**config.mk**
```make
export PLATFORM = sky130hd
export DESIGN_NAME = bcf_graph_store
export DESIGN_NICKNAME = d
export VERILOG_FILES = /design/src/hw/rtl/bcf_pkg.sv /design/src/hw/rtl/bcf_graph_store.sv
export SDC_FILE = /design/constraint.sdc
export NUM_CORES = 2
export LEC_CHECK = 0
export ABC_AREA = 1
export BUFFER_PORTS_ARGS = -buffer_cell sky130_fd_sc_hd__buf_2
export CAP_MARGIN = 5
export CELL_PAD_IN_SITES_DETAIL_PLACEMENT = 0
export CELL_PAD_IN_SITES_GLOBAL_PLACEMENT = 1
export CORE_MARGIN = 2
export CORE_UTILIZATION = 52
export CTS_CLUSTER_DIAMETER = 50
export DETAILED_ROUTE_END_ITERATION = 6
export HOLD_SLACK_MARGIN = 0.12
export PLACE_DENSITY_LB_ADDON = 0.1
export SETUP_SLACK_MARGIN = 0.15
export SLEW_MARGIN = 20
export SYNTH_ARGS = -nofsm -noshare
export SYNTH_HDL_FRONTEND = slang
export SYNTH_SLANG_ARGS = --single-unit
```
**constraint.sdc**
```tcl
create_clock -name clock -period 4.05 [get_ports clock]
set_clock_uncertainty 0.15 [all_clocks]
set_input_delay 0.2025 -clock clock [delete_from_list [all_inputs] [get_ports clock]]
set_output_delay 0.2025 -clock clock [all_outputs]
set_load 0.01 [all_outputs]
```
**src/hw/rtl/bcf_pkg.sv**
```systemverilog
package bcf_pkg;

   // graph sizes
   localparam int MAX_VERTICES    = 32;
   localparam int MAX_EDGES       = 64;
   localparam int MAX_ADJ_ENTRIES = 128;

   // list pointer: top bit set marks an empty pointer
   localparam logic [7:0] PTR_NIL = 8'hFF;

   // one emitted edge as kept in the result queue
   typedef struct packed {
      logic [4:0] edge_first;
      logic [4:0] edge_second;
      logic [5:0] component_index;
      logic       last_in_component;
   } rec_type;

   // adjacency load request
   typedef struct packed {
      logic       en;
      logic [4:0] from_vertex;
      logic [4:0] to_vertex;
   } load_type;

   // walk side access to the graph store
   typedef struct packed {
      logic       clear;
      logic       adj_en;
      logic [6:0] adj_addr;
      logic [4:0] head_addr;
   } walk_rd_type;

   // result queue write
   typedef struct packed {
      logic       wr;
      logic [5:0] addr;
      rec_type    data;
   } rec_wr_type;

   // hand over of a finished run to the result queue
   typedef struct packed {
      logic       start;
      logic [6:0] count;
      logic       dropped;
   } flush_type;

endpackage

```
**src/hw/rtl/bcf_graph_store.sv**
```systemverilog
module bcf_graph_store (
   input  logic                  clock,
   input  logic                  reset,
   input  logic [5:0]            vert_count,
   input  bcf_pkg::load_type     load_req,
   input  bcf_pkg::walk_rd_type  walk_rd,
   output logic [7:0]            head_ptr,
   output logic [4:0]            adj_target,
   output logic [7:0]            adj_next,
   output logic                  busy,
   output logic                  dropped
);

   logic [4:0] tgt_mem [bcf_pkg::MAX_ADJ_ENTRIES];
   logic [7:0] nxt_mem [bcf_pkg::MAX_ADJ_ENTRIES];
   logic [6:0] head_ff [bcf_pkg::MAX_VERTICES];
   logic [6:0] tail_ff [bcf_pkg::MAX_VERTICES];
   logic [31:0] hv_ff, hv_in;
   logic [7:0] count_ff, count_in;
   logic       drop_ff, drop_in;
   logic       link_ff, link_in;
   logic [6:0] link_addr_ff, link_addr_in;
   logic [6:0] link_data_ff, link_data_in;
   logic       accept;
   logic       reject;
   logic [6:0] slot;

   // load admission
   assign reject = ({1'b0, load_req.from_vertex} >= vert_count) ||
                   ({1'b0, load_req.to_vertex} >= vert_count) || count_ff[7];
   assign accept = load_req.en && !reject;
   assign slot   = count_ff[6:0];

   always_comb begin
      hv_in        = hv_ff;
      count_in     = count_ff;
      drop_in      = drop_ff;
      link_in      = 1'b0;
      link_addr_in = link_addr_ff;
      link_data_in = link_data_ff;
      if (load_req.en && reject) begin
         drop_in = 1'b1;
      end
      if (accept) begin
         count_in = count_ff + 8'd1;
         hv_in[load_req.from_vertex] = 1'b1;
         if (hv_ff[load_req.from_vertex]) begin
            link_in      = 1'b1;
            link_addr_in = tail_ff[load_req.from_vertex];
            link_data_in = slot;
         end
      end
      if (walk_rd.clear) begin
         hv_in    = '0;
         count_in = '0;
         drop_in  = 1'b0;
      end
   end

   always_ff @(posedge clock) begin
      if (reset) begin
         hv_ff    <= '0;
         count_ff <= '0;
         drop_ff  <= 1'b0;
         link_ff  <= 1'b0;
      end else begin
         hv_ff    <= hv_in;
         count_ff <= count_in;
         drop_ff  <= drop_in;
         link_ff  <= link_in;
      end
      link_addr_ff <= link_addr_in;
      link_data_ff <= link_data_in;
   end

   // list heads and tails
   always_ff @(posedge clock) begin
      if (accept) begin
         tail_ff[load_req.from_vertex] <= slot;
         if (!hv_ff[load_req.from_vertex]) begin
            head_ff[load_req.from_vertex] <= slot;
         end
      end
   end

   // adjacency memories
   always_ff @(posedge clock) begin
      if (accept) begin
         tgt_mem[slot] <= load_req.to_vertex;
      end
      if (accept) begin
         nxt_mem[slot] <= bcf_pkg::PTR_NIL;
      end else if (link_ff) begin
         nxt_mem[link_addr_ff] <= {1'b0, link_data_ff};
      end
      if (walk_rd.adj_en) begin
         adj_target <= tgt_mem[walk_rd.adj_addr];
         adj_next   <= nxt_mem[walk_rd.adj_addr];
      end
   end

   assign head_ptr = hv_ff[walk_rd.head_addr] ? {1'b0, head_ff[walk_rd.head_addr]}
                                              : bcf_pkg::PTR_NIL;
   assign busy     = link_ff;
   assign dropped  = drop_ff;

endmodule

```
# --- Word-level counts from Yosys, hierarchy flattened ---
# Memories as Yosys holds them, arrays and structs flattened. A register that Yosys moved wholly into a read port is not among the register bits.
# Index checks and enable logic that the tools add are counted.
totals:
  ram_bits: 2112
  output_inout_bits: 23
  inputBits: 33
  n_memories: 4
  reg_bits: 49
  word_cells: 46
mem_list:
  columns: ["memory", "depth", "width", "read_ports", "rd_ports_with_merged_regs", "wr", "line_no", "source"]
  rows:
  - ["nxt_mem", 128, 8, 1, 1, 1, "bcf_graph_store.sv:15", "logic [7:0] nxt_mem [bcf_pkg::MAX_ADJ_ENTRIES];"]
  - ["tgt_mem", 128, 5, 1, 1, 1, "bcf_graph_store.sv:14", "logic [4:0] tgt_mem [bcf_pkg::MAX_ADJ_ENTRIES];"]
  - ["head_ff", 32, 7, 1, 0, 1, "bcf_graph_store.sv:16", "logic [6:0] head_ff [bcf_pkg::MAX_VERTICES];"]
  - ["tail_ff", 32, 7, 1, 1, 1, "bcf_graph_store.sv:17", "logic [6:0] tail_ff [bcf_pkg::MAX_VERTICES];"]
op_classes:
  magnitude_cmp: 5
  addsub: 1
  muxes: 19
  n_reduce_logical: 10
  n_bitwise: 2
ops:
  columns: ["cell", "count"]
  rows:
  - ["32-bit bitwise OR", 1]
  - ["8-bit two-way mux", 2]
  - ["1-bit two-way mux", 13]
  - ["5-bit by 6-bit >= comparator with 1-bit output", 2]
  - ["5-bit by 6-bit less-than comparator with 1-bit output, second input constant", 2]
  - ["1-bit binary-select mux with 5-bit select", 2]
  - ["8-bit by 1-bit adder with 8-bit output, second input constant", 1]
  - ["8-bit OR reduction", 1]
  - ["7-bit two-way mux", 1]
  - ["1-bit demux with 5-bit select", 1]
  - ["5-bit by 1-bit >= comparator with 1-bit output, second input constant", 1]
  - ["2-bit OR reduction", 2]
  - ["1-bit logical AND", 3]
  - ["1-bit logical OR", 2]
  - ["2-bit AND reduction", 1]
  - ["1-bit zero test", 1]
  - ["1-bit NOT", 1]

# --- Longest topological paths before layout ---
logic_depth:
  word_depth: 9
  depth_mapped: 18
  ltp_nobuf: 17

# --- Least setup slack after synthesis ---
# No wires, ideal clock.
synth_timing:
  path_type: "input-to-reg"
  from: "input vert_count[3]"
  to: "memory nxt_mem[0][0] (data pin)"
  required_time_ps: 3523
  path_buffers: 1
  setup_ps: 377
  setup_slack_ps: 799
  cell_stages: 11
  arrival_time_ps: 2724
  path_cell_list: "inv_1 -> ha_1 -> nand2_1 -> nand2_1 -> nand2_1 -> nand3_1 -> nor2_2 -> nand3_2 -> nand2_2 -> buf_4 -> or2_2"
synth_between:
  elab_chain_cells: 9
  elab_cells_between_ends: 10
  classes_between: "order compare (2); mux (3); reduce/logical (5)"
synth_rtl:
  columns: ["element", "line_no", "source"]
  rows:
  - ["start, declared", "bcf_graph_store.sv:4", "input logic [5:0] vert_count,"]
  - ["5-bit by 6-bit >= comparator with 1-bit output (on tied branches)", "bcf_graph_store.sv:29, bcf_graph_store.sv:30", null]
  - ["1-bit logical OR *", "bcf_graph_store.sv:29", "assign reject = ({1'b0, load_req.from_vertex} >= vert_count) ||"]
  - ["1-bit logical OR *", "bcf_graph_store.sv:30", "({1'b0, load_req.to_vertex} >= vert_count) || count_ff[7];"]
  - ["1-bit zero test *", "bcf_graph_store.sv:31", "assign accept = load_req.en && !reject;"]
  - ["1-bit logical AND *", "bcf_graph_store.sv:31", null]
  - ["1-bit two-way mux *", "bcf_graph_store.sv:91", "if (accept) begin"]
  - ["1-bit two-way mux (implied by the code) *", "bcf_graph_store.sv:94", "nxt_mem[link_addr_ff] <= {1'b0, link_data_ff};"]
  - ["8-bit OR reduction (no line) *", null, null]
  - ["8-bit two-way mux (no line) *", null, null]
  - ["end, declared", "bcf_graph_store.sv:15", null]
# Every way passes the cells marked *; elsewhere a longest branch is shown, timed or not.

# --- Worst setup path after layout ---
layout_timing:
  from: "input load_req[3] (netlist name)"
  to: "memory nxt_mem[21][6] (enable)"
layout_between:
  elab_chain_cells: 9
  elab_cells_between_ends: 12
  classes_between: "order compare (1); mux (6); reduce/logical (5)"
layout_rtl:
  columns: ["element", "line_no", "source"]
  rows:
  - ["start, declared", "bcf_graph_store.sv:5", "input bcf_pkg::load_type load_req,"]
  - ["5-bit by 6-bit >= comparator with 1-bit output *", "bcf_graph_store.sv:30", null]
  - ["1-bit logical OR *", "bcf_graph_store.sv:29", null]
  - ["1-bit logical OR *", "bcf_graph_store.sv:30", null]
  - ["1-bit zero test *", "bcf_graph_store.sv:31", null]
  - ["1-bit logical AND *", "bcf_graph_store.sv:31", null]
  - ["1-bit two-way mux", "bcf_graph_store.sv:91", null]
  - ["1-bit two-way mux (implied by the code)", "bcf_graph_store.sv:94", null]
  - ["8-bit OR reduction (no line)", null, null]
  - ["7-bit two-way mux (no line) / 1-bit two-way mux (equally long branches)", null, null]
# Marked as above.

==> load_flow_metrics.sql <==
INSERT INTO impl_metrics (metric_group, metric, value, unit) VALUES
('run_status', 'outcome', 'complete, no violations', ''),
('power_and_ir_drop', 'leakagePower', '0.0359', 'uW'),
('drt', 'count_of_antenna_violating_nets_left_after_detailed_routing', '0', ''),
('synthesis', 'synth.distinct_cells', '37', ''),
('job', 'maxCapViolations', '0', ''),
('cells_and_area', 'area_growth', '12.6', '%'),
('floorplanning', 'floorplan.initialDensity', '52.1', '%'),
('clock_network', 'cts-root-buf', 'sky130_fd_sc_hd__clkbuf_16', ''),
('critical_path', 'crit_family', 'simple AND/OR/NAND/NOR gates', ''),
('synthesis', 'post_synthesis_cell_count', '7291', ''),
('clock_network', 'tritoncts.num_buffers', '225', ''),
('sta', 'final.period_utilization', '94.5', '%'),
('power_and_ir_drop', 'total_switching_power', '10300', 'uW'),
('global_routing', 'grt_pass1_wl', '355000', 'um'),
('cells_and_area', 'drive_above_1_share', '8.96', '%'),
('critical_path', 'start_kind', 'input pin', ''),
('sta', 'max_slew_headroom', '33.1', '%'),
('floorplanning', 'die_h', '416', 'um'),
('synthesis', 'ys_dominant_reg_cell', 'sky130_fd_sc_hd__edfxtp_1', ''),
('global_routing', 'grt_overflow_total', '0', ''),
('sta', 'final-hold-violation-count', '0', ''),
('floorplanning', 'ios', '56', ''),
('sta', 'finalCriticalPeriod', '3.83', 'ns'),
('synthesis', 'ys_seq_area_share', '73.9', '%'),
('sta', 'total_negative_slack', '0', 'ns'),
('critical_path', 'critical_path_peak_fanout', '12', ''),
('placement', 'globalplace.congestion', '0.886', ''),
('drt', 'detailedRoute.firstIterationViolations', '6342', ''),
('clock_network', 'insertion_delay', '0.86', 'ns'),
('floorplanning', 'core.rowCount', '151', ''),
('critical_path', 'crit_path_end_kind', 'register', ''),
('synthesis', 'mappedNetlistArea', '88100', 'sq um'),
('critical_path', 'path_cells', 'dlygate4sd3_1, buf_4, ha_1, nand2_1, nand2_1, nand2_1, nand3_1, nor2_2, nand3_2, nand2_8, nand2_1, nand2_1, inv_2, nor2_2, nand2_1, nor2_1', ''),
('placement', 'hpwlAfterDp', '146000', 'um'),
('power_and_ir_drop', 'total_power_density_per_cell_area', '479', 'nW/um^2'),
('cells_and_area', 'nNetsFinal', '7397', ''),
('synthesis', 'synth_warnings', '0', ''),
('global_routing', 'grtUsageTotal', '27.7', '%'),
('clock_network', 'cts.sinks', '2181', ''),
('clock_network', 'clock_tree_from_tritoncts', 'built', ''),
('drt', 'totalWireLength', '241000', 'um'),
('synthesis', 'synth-seq-cells', '2181', ''),
('drt', 'drt_first_pass_iters', '6', ''),
('sta', 'fin_ws', '0.221', 'ns'),
('power_and_ir_drop', 'sw_frac_of_total', '21.7', '%'),
('sta', 'setup_viol', '0', ''),
('floorplanning', 'core_area', '169000', 'sq um'),
('power_and_ir_drop', 'clock_power_share', '43.2', '%'),
('power_and_ir_drop', 'irDropWorstVdd', '0.509', 'mV'),
('critical_path', 'crit_required', '4.39', 'ns'),
('drt', 'viasPerCell', '5.85', ''),
('power_and_ir_drop', 'sequentialPowerShare', '51.8', '%'),
('clock_network', 'cts_htree_levels', '4', ''),
('sta', 'maxSlewViolCount', '0', ''),
('critical_path', 'cell_at_the_slowest_stage_of_the_critical_path', 'sky130_fd_sc_hd__dlygate4sd3_1', ''),
('critical_path', 'critPathBufInv', '3', ''),
('critical_path', 'cp_most_frequent_cell', 'sky130_fd_sc_hd__nand2_1', ''),
('sta', 'max_freq', '261', 'MHz'),
('sta', 'pin_slew_with_the_least_headroom_to_its_limit', '1.00', 'ns'),
('power_and_ir_drop', 'p_comb_share', '5.0', '%'),
('hold_path', 'hp-class', 'in -> reg', ''),
('drt', 'drt-wirelength-per-cell', '24.7', 'um'),
('global_routing', 'via_count_of_the_first_global_routing_pass', '55600', ''),
('power_and_ir_drop', 'cell_internal_pwr', '37200', 'uW'),
('synthesis', 'synth_async_sr_flop_share', '0', '%'),
('synthesis', 'mappedNetlistNets', '7335', ''),
('sta', 'rsz0062_at_grt', 'true', ''),
('synthesis', 'avgSynthCellArea', '12.1', 'sq um'),
('clock_network', 'cts-root-to-sink-buffers', '3', ''),
('clock_network', 'postCtsSetupRepairBufs', '0', ''),
('floorplanning', 'fp.dieArea', '173000', 'sq um');
## cell type report
class	count	area, sq um	share of cell area [%]
Antenna cell	3	7.51	0.00757
Clock buffer	274	5960	6.01
Clock inverter	143	1400	1.41
Inverter	154	604	0.609
Multi-Input combinational cell	4492	20500	20.7
Sequential cell	2181	65100	65.6
Tap cell	2218	2780	2.80
Timing Repair Buffer	299	2820	2.84
## layer usage
metal	routed length [um]	track usage, %
met4	8300	10.0
met5	0	0
met1	103000	39.5
met3	16700	3.61
met2	113000	44.0
## sequential cells by signal, summed over array words and instances (netlist names), 5 cells and up
| name | flops |
|---|---|
| adj_next | 8 |
| link_data_ff | 7 |
| tail_ff | 224 |
| hv_ff | 32 |
| head_ff | 224 |
| nxt_mem | 1024 |
| count_ff | 8 |
| tgt_mem | 640 |
| link_addr_ff | 7 |
| adj_target | 5 |
## cell usage in the layout (no fill, tap or decap), types with 11 or more instances in the layout
master	n
sky130_fd_sc_hd__clkbuf_16	232
sky130_fd_sc_hd__o21a_1	14
sky130_fd_sc_hd__clkinv_2	34
sky130_fd_sc_hd__buf_2	45
sky130_fd_sc_hd__nand3_1	1498
sky130_fd_sc_hd__edfxtp_1	2139
sky130_fd_sc_hd__nand2_2	13
sky130_fd_sc_hd__o221ai_1	55
sky130_fd_sc_hd__nand2_1	1846
sky130_fd_sc_hd__clkinv_1	49
sky130_fd_sc_hd__o211ai_1	13
sky130_fd_sc_hd__clkinvlp_4	17
sky130_fd_sc_hd__dlygate4sd3_1	26
sky130_fd_sc_hd__ha_1	11
sky130_fd_sc_hd__clkbuf_1	42
sky130_fd_sc_hd__o22ai_1	24
sky130_fd_sc_hd__a21oi_1	160
sky130_fd_sc_hd__inv_1	139
sky130_fd_sc_hd__a22oi_1	110
sky130_fd_sc_hd__dfxtp_1	35
sky130_fd_sc_hd__nor2_1	461
sky130_fd_sc_hd__o21ai_0	213
sky130_fd_sc_hd__buf_12	48
sky130_fd_sc_hd__buf_4	177
sky130_fd_sc_hd__bufinv_16	24
## kinds of logic (layout without fill, tap and decap cells)
group / count (synthesis) / after routing / share of synthesized area [%]
DFF: 2181 / 2181 / 73.9
AOI/OAI and AO/OA: 598 / 598 / 4.10
other: 0 / 3 / 0
buffers and inverters: 618 / 870 / 2.88
adders and majority gates: 11 / 11 / 0.156
and+or+nand+nor: 3883 / 3883 / 19.0
## cell usage after synthesis, types with 3 or more instances
library cell	instances	area [sq um]
sky130_fd_sc_hd__edfxtp_1	2139	64200
sky130_fd_sc_hd__nand4_2	6	75.1
sky130_fd_sc_hd__a22oi_1	110	826
sky130_fd_sc_hd__ha_1	11	138
sky130_fd_sc_hd__clkbuf_1	226	848
sky130_fd_sc_hd__nor3_1	10	50.1
sky130_fd_sc_hd__o22ai_1	24	150
sky130_fd_sc_hd__nor2_1	464	1740
sky130_fd_sc_hd__inv_1	140	526
sky130_fd_sc_hd__nand4_1	3	18.8
sky130_fd_sc_hd__o21ai_0	213	1070
sky130_fd_sc_hd__a221oi_1	5	43.8
sky130_fd_sc_hd__nand2_2	14	87.6
sky130_fd_sc_hd__o221ai_1	55	482
sky130_fd_sc_hd__or2_2	11	68.8
sky130_fd_sc_hd__o21a_1	14	105
sky130_fd_sc_hd__a21oi_1	160	801
sky130_fd_sc_hd__o211ai_1	13	97.6
sky130_fd_sc_hd__nor2_2	7	43.8
sky130_fd_sc_hd__nor4_1	10	62.6
sky130_fd_sc_hd__nand2_1	1846	6930
sky130_fd_sc_hd__nand3_2	7	70.1
sky130_fd_sc_hd__buf_2	161	806
sky130_fd_sc_hd__nand3_1	1498	7500
sky130_fd_sc_hd__buf_1	74	278
sky130_fd_sc_hd__inv_2	13	48.8
sky130_fd_sc_hd__dfxtp_1	42	841
## per-stage QoR
stage                     std cells  hold WS, ns  power, uW  area (sq um)
final                          9764        0.198      47500         99200
after global routing           9763        0.192      48800         99200
after CTS                      9761        0.122      47800         99200
after detailed placement       9318        0.256      27400         91500
after global placement         9318        0.262      27400         91500
after floorplan                7291        0.125      26400         88100
## path summary, 6_finish.rpt
check,startpoint,endpoint,slack (ns),cells past startpoint
worst max-delay path,load_req[3],nxt_mem[21][6],0.22,16
worst min-delay path,walk_rd[8],adj_next[0],0.20,6
worst min register to register,hv_ff[24],hv_ff[24],0.33,2
worst max register to register,count_ff[7],nxt_mem[21][6],0.49,11
## power groups by stage
stage                     Clock (uW)  Combinational (uW)  Sequential, uW
after floorplan                    0                1330           25100
after global placement             0                2320           25100
after detailed placement           0                2330           25100
after CTS                      20800                2360           24600
after global routing           21700                2550           24600
final                          20600                2360           24600
## worst reg2reg max path: stages (launching register included)
cell                      delay (ns)
sky130_fd_sc_hd__dfxtp_1        0.30
sky130_fd_sc_hd__inv_1          0.08
sky130_fd_sc_hd__nand3_1        0.09
sky130_fd_sc_hd__nor2_2         0.12
sky130_fd_sc_hd__nand3_2        0.34
sky130_fd_sc_hd__nand2_8        0.25
sky130_fd_sc_hd__nand2_1        0.07
sky130_fd_sc_hd__nand2_1        0.15
sky130_fd_sc_hd__inv_2          0.06
sky130_fd_sc_hd__nor2_2         0.47
sky130_fd_sc_hd__nand2_1        0.49
sky130_fd_sc_hd__nor2_1         0.62
## what timing repair did
item	in CTS	in global routing
hold endpoints to repair	774	0
resized for setup	0	2
hold buffers	26	0
endpoints found under the setup margin	0	31
Power figures use the tool's default switching activity.
