`src/hw/rtl/bcf_pkg.sv`:
```
package bcf_pkg;

   // graph sizes
   localparam int MAX_VERTICES    = 32;
   localparam int MAX_EDGES       = 64;
   localparam int MAX_ADJ_ENTRIES = 128;

   // list pointer: top bit set marks an empty pointer
   localparam logic [7:0] PTR_NIL = 8'hFF;

   // one emitted edge as kept in the result queue
   typedef struct packed {
      logic [4:0] edge_first;
      logic [4:0] edge_second;
      logic [5:0] component_index;
      logic       last_in_component;
   } rec_type;

   // adjacency load request
   typedef struct packed {
      logic       en;
      logic [4:0] from_vertex;
      logic [4:0] to_vertex;
   } load_type;

   // walk side access to the graph store
   typedef struct packed {
      logic       clear;
      logic       adj_en;
      logic [6:0] adj_addr;
      logic [4:0] head_addr;
   } walk_rd_type;

   // result queue write
   typedef struct packed {
      logic       wr;
      logic [5:0] addr;
      rec_type    data;
   } rec_wr_type;

   // hand over of a finished run to the result queue
   typedef struct packed {
      logic       start;
      logic [6:0] count;
      logic       dropped;
   } flush_type;

endpackage

```
`src/hw/rtl/bcf_req_if.sv`:
```
interface bcf_req_if;
   logic       valid;
   logic       ready;
   logic       op;
   logic [4:0] from_vertex;
   logic [4:0] to_vertex;

   modport source (output valid, output op, output from_vertex, output to_vertex,
                   input ready);
   modport sink (input valid, input op, input from_vertex, input to_vertex,
                 output ready);
endinterface

```
`src/hw/rtl/bcf_search.sv`:
```
module bcf_search (
   input  logic                  clock,
   input  logic                  reset,
   input  logic [5:0]            vert_count,
   bcf_req_if.sink               req_chan,
   input  logic                  gs_busy,
   input  logic                  gs_dropped,
   input  logic [7:0]            head_ptr,
   input  logic [4:0]            adj_target,
   input  logic [7:0]            adj_next,
   input  logic                  q_done,
   output bcf_pkg::load_type     load_req,
   output bcf_pkg::walk_rd_type  walk_rd,
   output bcf_pkg::rec_wr_type   rec_wr,
   output bcf_pkg::flush_type    flush
);

   localparam logic [3:0] S_IDLE      = 4'd0;
   localparam logic [3:0] S_NEXT_ROOT = 4'd1;
   localparam logic [3:0] S_STEP      = 4'd2;
   localparam logic [3:0] S_ADJ       = 4'd3;
   localparam logic [3:0] S_RET       = 4'd4;
   localparam logic [3:0] S_POP_START = 4'd5;
   localparam logic [3:0] S_POP_CHK   = 4'd6;
   localparam logic [3:0] S_POP_WR    = 4'd7;
   localparam logic [3:0] S_DONE      = 4'd8;
   localparam logic [3:0] S_WAIT_Q    = 4'd9;

   typedef struct packed {
      logic [5:0] disc;
      logic [5:0] low;
      logic [4:0] par;
      logic       is_root;
      logic [7:0] cursor;
      logic [1:0] kids;
      logic [6:0] mark;
   } vrec_type;

   logic [3:0]  state_ff, state_in;
   logic [5:0]  root_ff, root_in;
   logic [4:0]  u_ff, u_in;
   vrec_type    cur_ff, cur_in;
   logic [6:0]  sp_ff, sp_in;
   logic [5:0]  clk_ff, clk_in;
   logic [5:0]  comp_ff, comp_in;
   logic [6:0]  emit_ff, emit_in;
   logic [6:0]  mark_ff, mark_in;
   logic        ret_ff, ret_in;
   logic        pdrop_ff, pdrop_in;
   logic [31:0] vis_ff, vis_in;

   vrec_type    rec_arr [bcf_pkg::MAX_VERTICES];
   logic [5:0]  disc_arr [bcf_pkg::MAX_VERTICES];
   logic [9:0]  edge_mem [bcf_pkg::MAX_EDGES];
   logic [9:0]  edge_q;

   logic        accept;
   logic        disc_we;
   logic [4:0]  disc_addr;
   logic        wb_we;
   vrec_type    wb_rec;
   logic        push_en;
   logic [9:0]  push_data;
   logic        edge_rd;
   logic [5:0]  edge_addr;
   vrec_type    prec;
   logic [5:0]  vdisc;
   logic [1:0]  kids_inc;
   logic        split;

   assign accept        = req_chan.valid && req_chan.ready;
   assign req_chan.ready = (state_ff == S_IDLE) && !gs_busy;

   // record reads: parent on return, neighbor otherwise
   assign prec     = rec_arr[cur_ff.par];
   assign vdisc    = disc_arr[adj_target];
   assign kids_inc = (cur_ff.kids == 2'd2) ? 2'd2 : cur_ff.kids + 2'd1;
   assign split    = (prec.is_root && prec.kids == 2'd2) ||
                     (!prec.is_root && cur_ff.low >= prec.disc);

   always_comb begin
      state_in  = state_ff;
      root_in   = root_ff;
      u_in      = u_ff;
      cur_in    = cur_ff;
      sp_in     = sp_ff;
      clk_in    = clk_ff;
      comp_in   = comp_ff;
      emit_in   = emit_ff;
      mark_in   = mark_ff;
      ret_in    = ret_ff;
      pdrop_in  = pdrop_ff;
      vis_in    = vis_ff;
      disc_we   = 1'b0;
      disc_addr = adj_target;
      wb_we     = 1'b0;
      wb_rec    = cur_ff;
      push_en   = 1'b0;
      push_data = {u_ff, adj_target};
      edge_rd   = 1'b0;
      edge_addr = 6'(sp_ff - 7'd1);
      load_req.en          = 1'b0;
      load_req.from_vertex = req_chan.from_vertex;
      load_req.to_vertex   = req_chan.to_vertex;
      walk_rd.clear     = 1'b0;
      walk_rd.adj_en    = 1'b0;
      walk_rd.adj_addr  = cur_ff.cursor[6:0];
      walk_rd.head_addr = (state_ff == S_NEXT_ROOT) ? root_ff[4:0] : adj_target;
      rec_wr.wr   = 1'b0;
      rec_wr.addr = emit_ff[5:0];
      rec_wr.data = {edge_q[9:5], edge_q[4:0], comp_ff, sp_ff == mark_ff};
      flush.start   = 1'b0;
      flush.count   = emit_ff;
      flush.dropped = pdrop_ff || gs_dropped;

      case (state_ff)
         S_IDLE: begin
            if (accept && !req_chan.op) begin
               load_req.en = 1'b1;
            end else if (accept) begin
               vis_in   = '0;
               sp_in    = '0;
               clk_in   = '0;
               comp_in  = '0;
               emit_in  = '0;
               root_in  = '0;
               state_in = S_NEXT_ROOT;
            end
         end
         // pick the next unvisited root
         S_NEXT_ROOT: begin
            if (root_ff >= vert_count) begin
               state_in = S_DONE;
            end else if (vis_ff[root_ff[4:0]]) begin
               root_in = root_ff + 6'd1;
            end else begin
               clk_in         = clk_ff + 6'd1;
               disc_we        = 1'b1;
               disc_addr      = root_ff[4:0];
               u_in           = root_ff[4:0];
               cur_in.disc    = clk_in;
               cur_in.low     = clk_in;
               cur_in.par     = '0;
               cur_in.is_root = 1'b1;
               cur_in.cursor  = head_ptr;
               cur_in.kids    = '0;
               cur_in.mark    = '0;
               vis_in[root_ff[4:0]] = 1'b1;
               state_in = S_STEP;
            end
         end
         S_STEP: begin
            if (cur_ff.cursor[7]) begin
               state_in = S_RET;
            end else begin
               walk_rd.adj_en = 1'b1;
               state_in       = S_ADJ;
            end
         end
         // one adjacency entry of the current vertex
         S_ADJ: begin
            cur_in.cursor = adj_next;
            state_in      = S_STEP;
            if ({1'b0, adj_target} < vert_count) begin
               if (!vis_ff[adj_target]) begin
                  push_en        = 1'b1;
                  wb_we          = 1'b1;
                  wb_rec.cursor  = adj_next;
                  wb_rec.kids    = kids_inc;
                  clk_in         = clk_ff + 6'd1;
                  disc_we        = 1'b1;
                  u_in           = adj_target;
                  cur_in.disc    = clk_in;
                  cur_in.low     = clk_in;
                  cur_in.par     = u_ff;
                  cur_in.is_root = 1'b0;
                  cur_in.cursor  = head_ptr;
                  cur_in.kids    = '0;
                  cur_in.mark    = sp_ff;
                  vis_in[adj_target] = 1'b1;
               end else if (cur_ff.is_root || cur_ff.par != adj_target) begin
                  if (vdisc < cur_ff.low) begin
                     cur_in.low = vdisc;
                  end
                  if (vdisc < cur_ff.disc) begin
                     push_en = 1'b1;
                  end
               end
            end
         end
         // vertex finished: back to its parent, popping a component on a split, or for a root pop its last component
         S_RET: begin
            if (cur_ff.is_root) begin
               mark_in  = '0;
               ret_in   = 1'b0;
               state_in = S_POP_START;
            end else begin
               u_in   = cur_ff.par;
               cur_in = prec;
               if (cur_ff.low < prec.low) begin
                  cur_in.low = cur_ff.low;
               end
               if (split) begin
                  mark_in  = cur_ff.mark;
                  ret_in   = 1'b1;
                  state_in = S_POP_START;
               end else begin
                  state_in = S_STEP;
               end
            end
         end
         S_POP_START: begin
            if (sp_ff <= mark_ff) begin
               state_in = ret_ff ? S_STEP : S_NEXT_ROOT;
            end else begin
               state_in = S_POP_CHK;
            end
         end
         // pop edges down to the mark, or until the result queue is full
         S_POP_CHK: begin
            if (sp_ff > mark_ff && emit_ff < 7'(bcf_pkg::MAX_EDGES)) begin
               edge_rd  = 1'b1;
               sp_in    = sp_ff - 7'd1;
               state_in = S_POP_WR;
            end else begin
               sp_in    = mark_ff;
               comp_in  = comp_ff + 6'd1;
               state_in = ret_ff ? S_STEP : S_NEXT_ROOT;
            end
         end
         S_POP_WR: begin
            rec_wr.wr = 1'b1;
            emit_in   = emit_ff + 7'd1;
            state_in  = S_POP_CHK;
         end
         S_DONE: begin
            walk_rd.clear = 1'b1;
            pdrop_in      = 1'b0;
            if (emit_ff == '0) begin
               state_in = S_IDLE;
            end else begin
               flush.start = 1'b1;
               state_in    = S_WAIT_Q;
            end
         end
         S_WAIT_Q: begin
            if (q_done) begin
               state_in = S_IDLE;
            end
         end
         default: begin
            state_in = S_IDLE;
         end
      endcase

      // full edge stack drops the push
      if (push_en && sp_ff >= 7'(bcf_pkg::MAX_EDGES)) begin
         pdrop_in = 1'b1;
      end else if (push_en) begin
         sp_in = sp_ff + 7'd1;
      end
   end

   always_ff @(posedge clock) begin
      if (reset) begin
         state_ff <= S_IDLE;
         sp_ff    <= '0;
         clk_ff   <= '0;
         comp_ff  <= '0;
         emit_ff  <= '0;
         pdrop_ff <= 1'b0;
         vis_ff   <= '0;
         ret_ff   <= 1'b0;
      end else begin
         state_ff <= state_in;
         sp_ff    <= sp_in;
         clk_ff   <= clk_in;
         comp_ff  <= comp_in;
         emit_ff  <= emit_in;
         pdrop_ff <= pdrop_in;
         vis_ff   <= vis_in;
         ret_ff   <= ret_in;
      end
      root_ff <= root_in;
      u_ff    <= u_in;
      cur_ff  <= cur_in;
      mark_ff <= mark_in;
   end

   // vertex records and edge stack
   always_ff @(posedge clock) begin
      if (disc_we) begin
         disc_arr[disc_addr] <= clk_in;
      end
      if (wb_we) begin
         rec_arr[u_ff] <= wb_rec;
      end
      if (push_en && sp_ff < 7'(bcf_pkg::MAX_EDGES)) begin
         edge_mem[sp_ff[5:0]] <= push_data;
      end
      if (edge_rd) begin
         edge_q <= edge_mem[edge_addr];
      end
   end

`ifndef SYNTHESIS
   a_sp_bound: assert property (@(posedge clock) disable iff (reset)
      sp_ff <= 7'(bcf_pkg::MAX_EDGES))
      else $error("edge stack pointer past depth");
   a_emit_bound: assert property (@(posedge clock) disable iff (reset)
      emit_ff <= 7'(bcf_pkg::MAX_EDGES))
      else $error("result count past depth");
   a_pop_above_mark: assert property (@(posedge clock) disable iff (reset)
      state_ff == S_POP_WR |-> sp_ff >= mark_ff)
      else $error("pop went below component mark");
   a_run_start: assert property (@(posedge clock) disable iff (reset)
      accept && req_chan.op |=> state_ff == S_NEXT_ROOT && sp_ff == '0)
      else $error("run did not start cleanly");
`endif

endmodule

```
`src/flat_wrapper.sv`:
```
// flat-port wrapper written by rule: the top's interface ports become plain ports
module bcf_search_flat 
  (clock, reset, vert_count, gs_busy, gs_dropped, head_ptr, adj_target, adj_next, q_done, load_req, walk_rd, rec_wr, flush, req_chan_valid, req_chan_op, req_chan_from_vertex, req_chan_to_vertex, req_chan_ready);
  bcf_req_if req_chan_i ();
  input  logic clock;
  input  logic reset;
  input  logic [5:0] vert_count;
  input  logic gs_busy;
  input  logic gs_dropped;
  input  logic [7:0] head_ptr;
  input  logic [4:0] adj_target;
  input  logic [7:0] adj_next;
  input  logic q_done;
  output bcf_pkg::load_type load_req;
  output bcf_pkg::walk_rd_type walk_rd;
  output bcf_pkg::rec_wr_type rec_wr;
  output bcf_pkg::flush_type flush;
  input wire logic [$bits(req_chan_i.valid)-1:0] req_chan_valid;
  input wire logic [$bits(req_chan_i.op)-1:0] req_chan_op;
  input wire logic [$bits(req_chan_i.from_vertex)-1:0] req_chan_from_vertex;
  input wire logic [$bits(req_chan_i.to_vertex)-1:0] req_chan_to_vertex;
  output wire logic [$bits(req_chan_i.ready)-1:0] req_chan_ready;
  assign req_chan_i.valid = req_chan_valid;
  assign req_chan_i.op = req_chan_op;
  assign req_chan_i.from_vertex = req_chan_from_vertex;
  assign req_chan_i.to_vertex = req_chan_to_vertex;
  assign req_chan_ready = req_chan_i.ready;
  bcf_search u_core (.clock(clock), .reset(reset), .vert_count(vert_count), .req_chan(req_chan_i), .gs_busy(gs_busy), .gs_dropped(gs_dropped), .head_ptr(head_ptr), .adj_target(adj_target), .adj_next(adj_next), .q_done(q_done), .load_req(load_req), .walk_rd(walk_rd), .rec_wr(rec_wr), .flush(flush));
endmodule
```
`config.mk`:
```
export PLATFORM = sky130hd
export DESIGN_NAME = bcf_search_flat
export DESIGN_NICKNAME = d
export VERILOG_FILES = /design/src/hw/rtl/bcf_pkg.sv /design/src/hw/rtl/bcf_req_if.sv /design/src/hw/rtl/bcf_search.sv /design/src/flat_wrapper.sv
export SDC_FILE = /design/constraint.sdc
export NUM_CORES = 2
export LEC_CHECK = 0
export BUFFER_PORTS_ARGS = -buffer_cell sky130_fd_sc_hd__buf_4
export CAP_MARGIN = 20
export CORE_MARGIN = 5
export CORE_UTILIZATION = 60
export DETAILED_ROUTE_END_ITERATION = 8
export PLACE_DENSITY = 0.76
export SLEW_MARGIN = 20
export SYNTH_ARGS = -nofsm -noshare
export SYNTH_HDL_FRONTEND = slang
export SYNTH_SLANG_ARGS = --single-unit
```
`constraint.sdc`:
```
create_clock -name clock -period 7.4 [get_ports clock]
set_input_delay 0.74 -clock clock [delete_from_list [all_inputs] [get_ports clock]]
set_output_delay 0.74 -clock clock [all_outputs]
set_load 0.01 [all_outputs]
```
* Yosys cells after proc, flatten, opt, wreduce, memory -nomap -nowiden *
Memory sizes are Yosys's and may differ from the RTL's. A register that Yosys moved wholly into a read port is not among the register bits.
Index checks and enable logic that the tools add are counted.

cells by class
  bitwise operators = 2
  reduce and logical (&&, ||, !) cells = 35
  $add $sub $neg = 7
  div/mod/pow operators = 0
  shifts and indexed selects = 0
  multiply operators = 0
  muxes and demuxes = 109
  eq/ne operators = 27
  $lt $le $gt $ge = 15

operator list
  operator                                                                count
  32-bit 2-to-1 mux                                                       6
  35-bit 2-to-1 mux                                                       4
  35-bit case mux with 3 select lines                                     1
  6-bit 2-to-1 mux                                                        16
  32-bit case mux with 3 select lines                                     1
  32-bit OR                                                               2
  7-bit 2-to-1 mux                                                        8
  5-bit 2-to-1 mux                                                        10
  4-bit case mux with 10 select lines                                     1
  4-bit 2-to-1 mux                                                        9
  1-bit 2-to-1 mux                                                        34
  10-bit 2-to-1 mux                                                       3
  7-bit case mux with 2 select lines                                      2
  6-bit case mux with 2 select lines                                      2
  23-bit 2-to-1 mux                                                       1
  6-bit by 1-bit adder with 6-bit output (second input constant)          3
  6-bit less-than comparator                                              3
  2-bit inequality test (second input constant)                           9
  6-bit case mux with 3 select lines                                      1
  4-bit by 3-bit equality test with 1-bit output (second input constant)  4
  5-bit case mux with 3 select lines                                      1
  7-bit by 1-bit adder with 7-bit output (second input constant)          2
  7-bit less-than comparator (second input constant)                      2
  6-bit >= comparator                                                     2
  35 further kinds                                                        68

storage, ports and cells
  logic and storage cells = 216
  memory bits (writable) = 1,952
  memories = 3
  input port bits = 44
  memory bits (read-only) = 0
  bits in latches = 0
  flip-flop bits (word level) = 117

memory list
  memory           words  bits a word  rd ports  clocked after Yosys merged registers in  wr ports  RTL line          source
  u_core.rec_arr   32     35           1         1                                        1         bcf_search.sv:52  vrec_type rec_arr [bcf_pkg::MAX_VERTICES];
  u_core.edge_mem  64     10           1         1                                        1         bcf_search.sv:54  logic [9:0] edge_mem [bcf_pkg::MAX_EDGES];
  u_core.disc_arr  32     6            1         0                                        1         bcf_search.sv:53  logic [5:0] disc_arr [bcf_pkg::MAX_VERTICES];

* Depth between registers and ports, before layout *
An unclocked memory read counts as a cell.

  depth after elaboration = 10
  gate-level depth with buffers = 20

* Worst setup path before layout *
OpenSTA, ideal clock, no wires.

  path type = input to register
  from = in adj_target[0]
  to = mem u_core.edge_mem[40][0] (enable)
  cell stages on the path = 18
  path slack = 0.845 ns
  required time = 6.996 ns
  buffers on the path = 6
  arrival time = 6.152 ns
  cells stage by stage = buf_2 > buf_2 > buf_1 > buf_2 > mux4_2 > mux4_2 > nand2_1 > nand2_1 > ha_1 > a21o_1 > a21oi_1 > nor2b_1 > or3_1 > o311a_1 > or3_1 > buf_2 > clkbuf_1 > nor4_1

on the way
  word-level cells in the longest chain between the ends = 10
  elaborated cells between the ends (all ways) = 15
  classes of those cells = 2 x order compare; 1 x eq/ne; 9 x mux; 2 x reduce/logical; 1 x memory

ends and longest elaborated chain
  what                                        RTL line            source
  start: declaration                          flat_wrapper.sv:11  input logic [4:0] adj_target;
  memory read 32 x 6 bit                      --
  6-bit less-than comparator                  bcf_search.sv:185   if (vdisc < cur_ff.disc) begin
  1-bit 2-to-1 mux                            bcf_search.sv:185
  1-bit 2-to-1 mux                            bcf_search.sv:181   end else if (cur_ff.is_root || cur_ff.par != adj_target) begin
  1-bit 2-to-1 mux                            bcf_search.sv:165   if (!vis_ff[adj_target]) begin
  1-bit 2-to-1 mux (*)                        bcf_search.sv:164   if ({1'b0, adj_target} < vert_count) begin
  1-bit 2-to-1 mux (*)                        bcf_search.sv:116   case (state_ff)
  1-bit logical AND (*)                       bcf_search.sv:298   if (push_en && sp_ff < 7'(bcf_pkg::MAX_EDGES)) begin
  1-bit 2-to-1 mux (*)                        bcf_search.sv:298
  1-bit 2-to-1 mux (not written as such) (*)  bcf_search.sv:299   edge_mem[sp_ff[5:0]] <= push_data;
  end: declaration                            bcf_search.sv:54

Every way passes the cells marked *; elsewhere a longest branch is shown, timed or not. The select of a mux whose other input is x is not followed.

* Final worst setup path *
  from = in adj_target[0]
  to = mem u_core.edge_mem[22][5] (enable)

Same word-level chain as after synthesis.

==> impl_metrics.ini <==
[run_status]
outcome = finished, final reports clean

[clocking]
cts_hold_buf = 0
tritoncts = built
path_clk_slew_ns = 0.06
cts_max_level = 4
post_cts_buffers = 0
cts_buffers = 199
cts.sinks = 2084
clk_latency_ns = 0.85
root_buffer = clkbuf_16
clockBufferDepth = 3
cts_resized = 0

[detailed_routing]
drt-initial-drc-count = 6284
vias_per_cell = 7.00
routed-via-count = 42300
drtAntennaViolNets = 0
routedWlPerCell_um = 34.4
firstDrtPassIters = 6
wl_mm = 208
drc_errors = 0

[critical_path]
regToRegSetupSlack_ns = 1.84
timing.rr.end = u_core.edge_mem[22][5]
r2r_start = u_core.disc_arr[18][3]
ff2ff_path_depth = 14
cp.required_ns = 7.84
cp_max_fo = 62
start_kind = input pin
arrival_ns = 6.26
cp-end-kind = flop
crit_type = in2reg

[synthesis]
syn_area_um2 = 83000
yosys_warnings = 0
synth_fp_nets = 3994
yosysUniqueCellTypes = 64
seq_area_frac_synth_pct = 74.6
synthArstFlopShare_pct = 0
ys_seq_elements = 2084
synth_cells = 3901
synthFlopType = edfxtp_1
syn_area_per_cell_um2 = 21.3
synth-edff-count = 2015

[run]
max-cap-violations = 0

[timing]
worst_slew_pin_slew_ns = 1.18
maxSlewHeadroom_pct = 20.8
fin_tns_setup_ns = 0
min_period_ns = 5.82
final-setup-viol-count = 0
fin_skew_ns = 0.0685
slew_violations = 0
fin_ws_ns = 1.58
rsz0062_at_grt = no
period_share_pct = 78.6
hold_viol_final = 0
worst_hold_slack_ns = 0.205
timing.fmax_ghz = 0.172

[power_and_ir_drop]
ir_drop_uv = 246
p_leak_nw = 29.0
powerDensity_nw_per_um2 = 261

[global_routing]
overflow = 0
antenna_found_initial = 6
grt_pass1_wl_mm = 301
track_usage_pct = 28.7
grt_max_degree = 83
grt_pass1_vias = 41900

[worst_hold_path]
holdPathEnd = u_core.walk_rd[9]
hold_path_class = in2reg
hold_depth = 2
holdCritStartpoint = head_ptr[4]

[floorplanning]
pin_count = 103
coreArea_um2 = 137000
die_h_um = 382
die_area_um2 = 146000
row_count = 136
die_x_um = 382
start_util_pct = 60.3

[layout]
drive_gt1_share_pct = 30.1
nNetsFinal = 4171
syn2layout_area_growth_pct = 12.3

[placed_design]
io_buffers = 82
place_ws_ns = 0.789
gp_congestion = 0.889
hpwl_mm = 118
==> state kept, by name (all words and copies together), names as in the netlist, 5 cells and up, named ones only <==
name and cells:
u_core.clk_ff 6, u_core.comp_ff 6, u_core.cur_ff 28, u_core.disc_arr 192
u_core.edge_mem 640, u_core.edge_q 10, u_core.emit_ff 7, u_core.mark_ff 7
u_core.rec_arr 1120, u_core.root_ff 6, u_core.sp_ff 7, u_core.u_ff 5
u_core.vis_ff 32, u_core.walk_rd 7
==> synth_stat cells (11+ instances only) <==
master,count,share of area [%]
o22ai_1,15,0.11
xnor2_1,11,0.12
a21oi_1,33,0.20
a22oi_1,40,0.36
inv_1,43,0.19
edfxtp_1,2015,73
buf_4,23,0.21
clkbuf_1,134,0.61
nor3_1,25,0.15
mux2_2,12,0.16
nand3b_1,11,0.10
mux4_2,624,17
nor3_2,20,0.24
ha_1,49,0.74
a21o_1,14,0.13
nor2b_1,20,0.15
mux2i_1,58,0.70
dfxtp_1,69,1.7
buf_1,47,0.21
o21ai_0,42,0.25
nand3_1,27,0.16
buf_2,45,0.27
o31ai_1,32,0.29
xor2_1,14,0.15
nor4_1,41,0.31
nand2_1,130,0.59
nor2_1,157,0.71
nand2b_1,20,0.15
==> final cells by class <==
type	instances	area, um2
fill	8221	44300
timing repair buffer	229	2000
tap	1794	2240
clock inverter	133	1300
antenna	2	5.00
clock buffer	240	5150
sequential	2084	61900
multi-input combinational	1519	20400
inverter	45	169
==> cell usage in the layout (no fill, tap or decap), types with 15 or more instances in the layout <==
master,instances
o21ai_0,37
clkbuf_16,200
o31ai_1,32
nor2_4,33
nand2b_1,18
a22oi_1,39
o22ai_1,15
mux4_2,624
bufinv_16,18
edfxtp_1,2015
buf_4,199
nand3_1,27
clkinv_2,39
nand2_1,127
a21oi_1,32
ha_1,48
nor3_1,25
clkbuf_1,40
dfxtp_1,62
nor2b_1,20
nor4_2,30
nor3_2,20
nor2_1,123
clkinv_1,50
inv_1,43
mux2i_1,58
==> layer usage <==
metal  share of wire (%)  GRT usage (%)  routed length [um]
met1                  37           41.2               76200
met4                 3.4           8.92                7040
met5                0.12           1.09                 253
met3                  12           7.05               24700
met2                  48           44.4               99700
==> where the power goes <==
group | internal, mW | switching (mW) | total, mW | leakage, nW
Combinational | 0.543 | 0.733 | 1.28 | 7.14
Clock | 5.62 | 4.44 | 10.1 | 3.12
Sequential | 12.9 | 0.0989 | 13.0 | 18.7
Total | 19.1 | 5.27 | 24.4 | 29.0
==> critical path, cell delays in order <==
cell and delay, ns:
buf_6 0.50, mux4_2 0.60, mux4_2 0.49, nand2_1 0.08
nand2_1 0.17, ha_1 0.34, a21o_1 0.16, a21oi_1 0.14
nor2b_1 0.06, or3_1 0.34, o311a_1 0.40, or3_2 0.68
or2_1 0.30, buf_4 0.29, nor3_2 0.80
==> worst max-delay path by stage <==
stage               slack, ns                      to  cells past startpoint           from
floorplan                0.84  u_core.edge_mem[40][0]                     18  adj_target[0]
global placement         0.91  u_core.edge_mem[47][5]                     14  adj_target[0]
detailed placement       0.79  u_core.edge_mem[47][7]                     14  adj_target[0]
CTS                      1.63  u_core.edge_mem[22][7]                     15  adj_target[0]
global route             1.28  u_core.edge_mem[22][7]                     15  adj_target[0]
finish                   1.58  u_core.edge_mem[22][5]                     15  adj_target[0]
==> per-stage QoR <==
step                instance area (um2)  total power [mW]  std cells  utilization [%]
floorplan                         83000              14.1       3901                -
global placement                  86400              14.5       5656             62.9
detailed placement                86500              14.5       5657             62.9
CTS                               92900              24.4       6030             67.6
global route                      93200              25.1       6046             67.8
finish                            93200              24.4       6046             67.8
==> cell families after synthesis <==
group / synth area share [%]
and+or+nand+nor: 3.03
muxes: 17.8
adders and majority gates: 0.739
xor gates and xnor gates: 0.264
AOI/OAI and AO/OA: 2.03
DFF: 74.6
buffers and inverters: 1.56
Note: power is estimated with default switching activity, not from simulation.
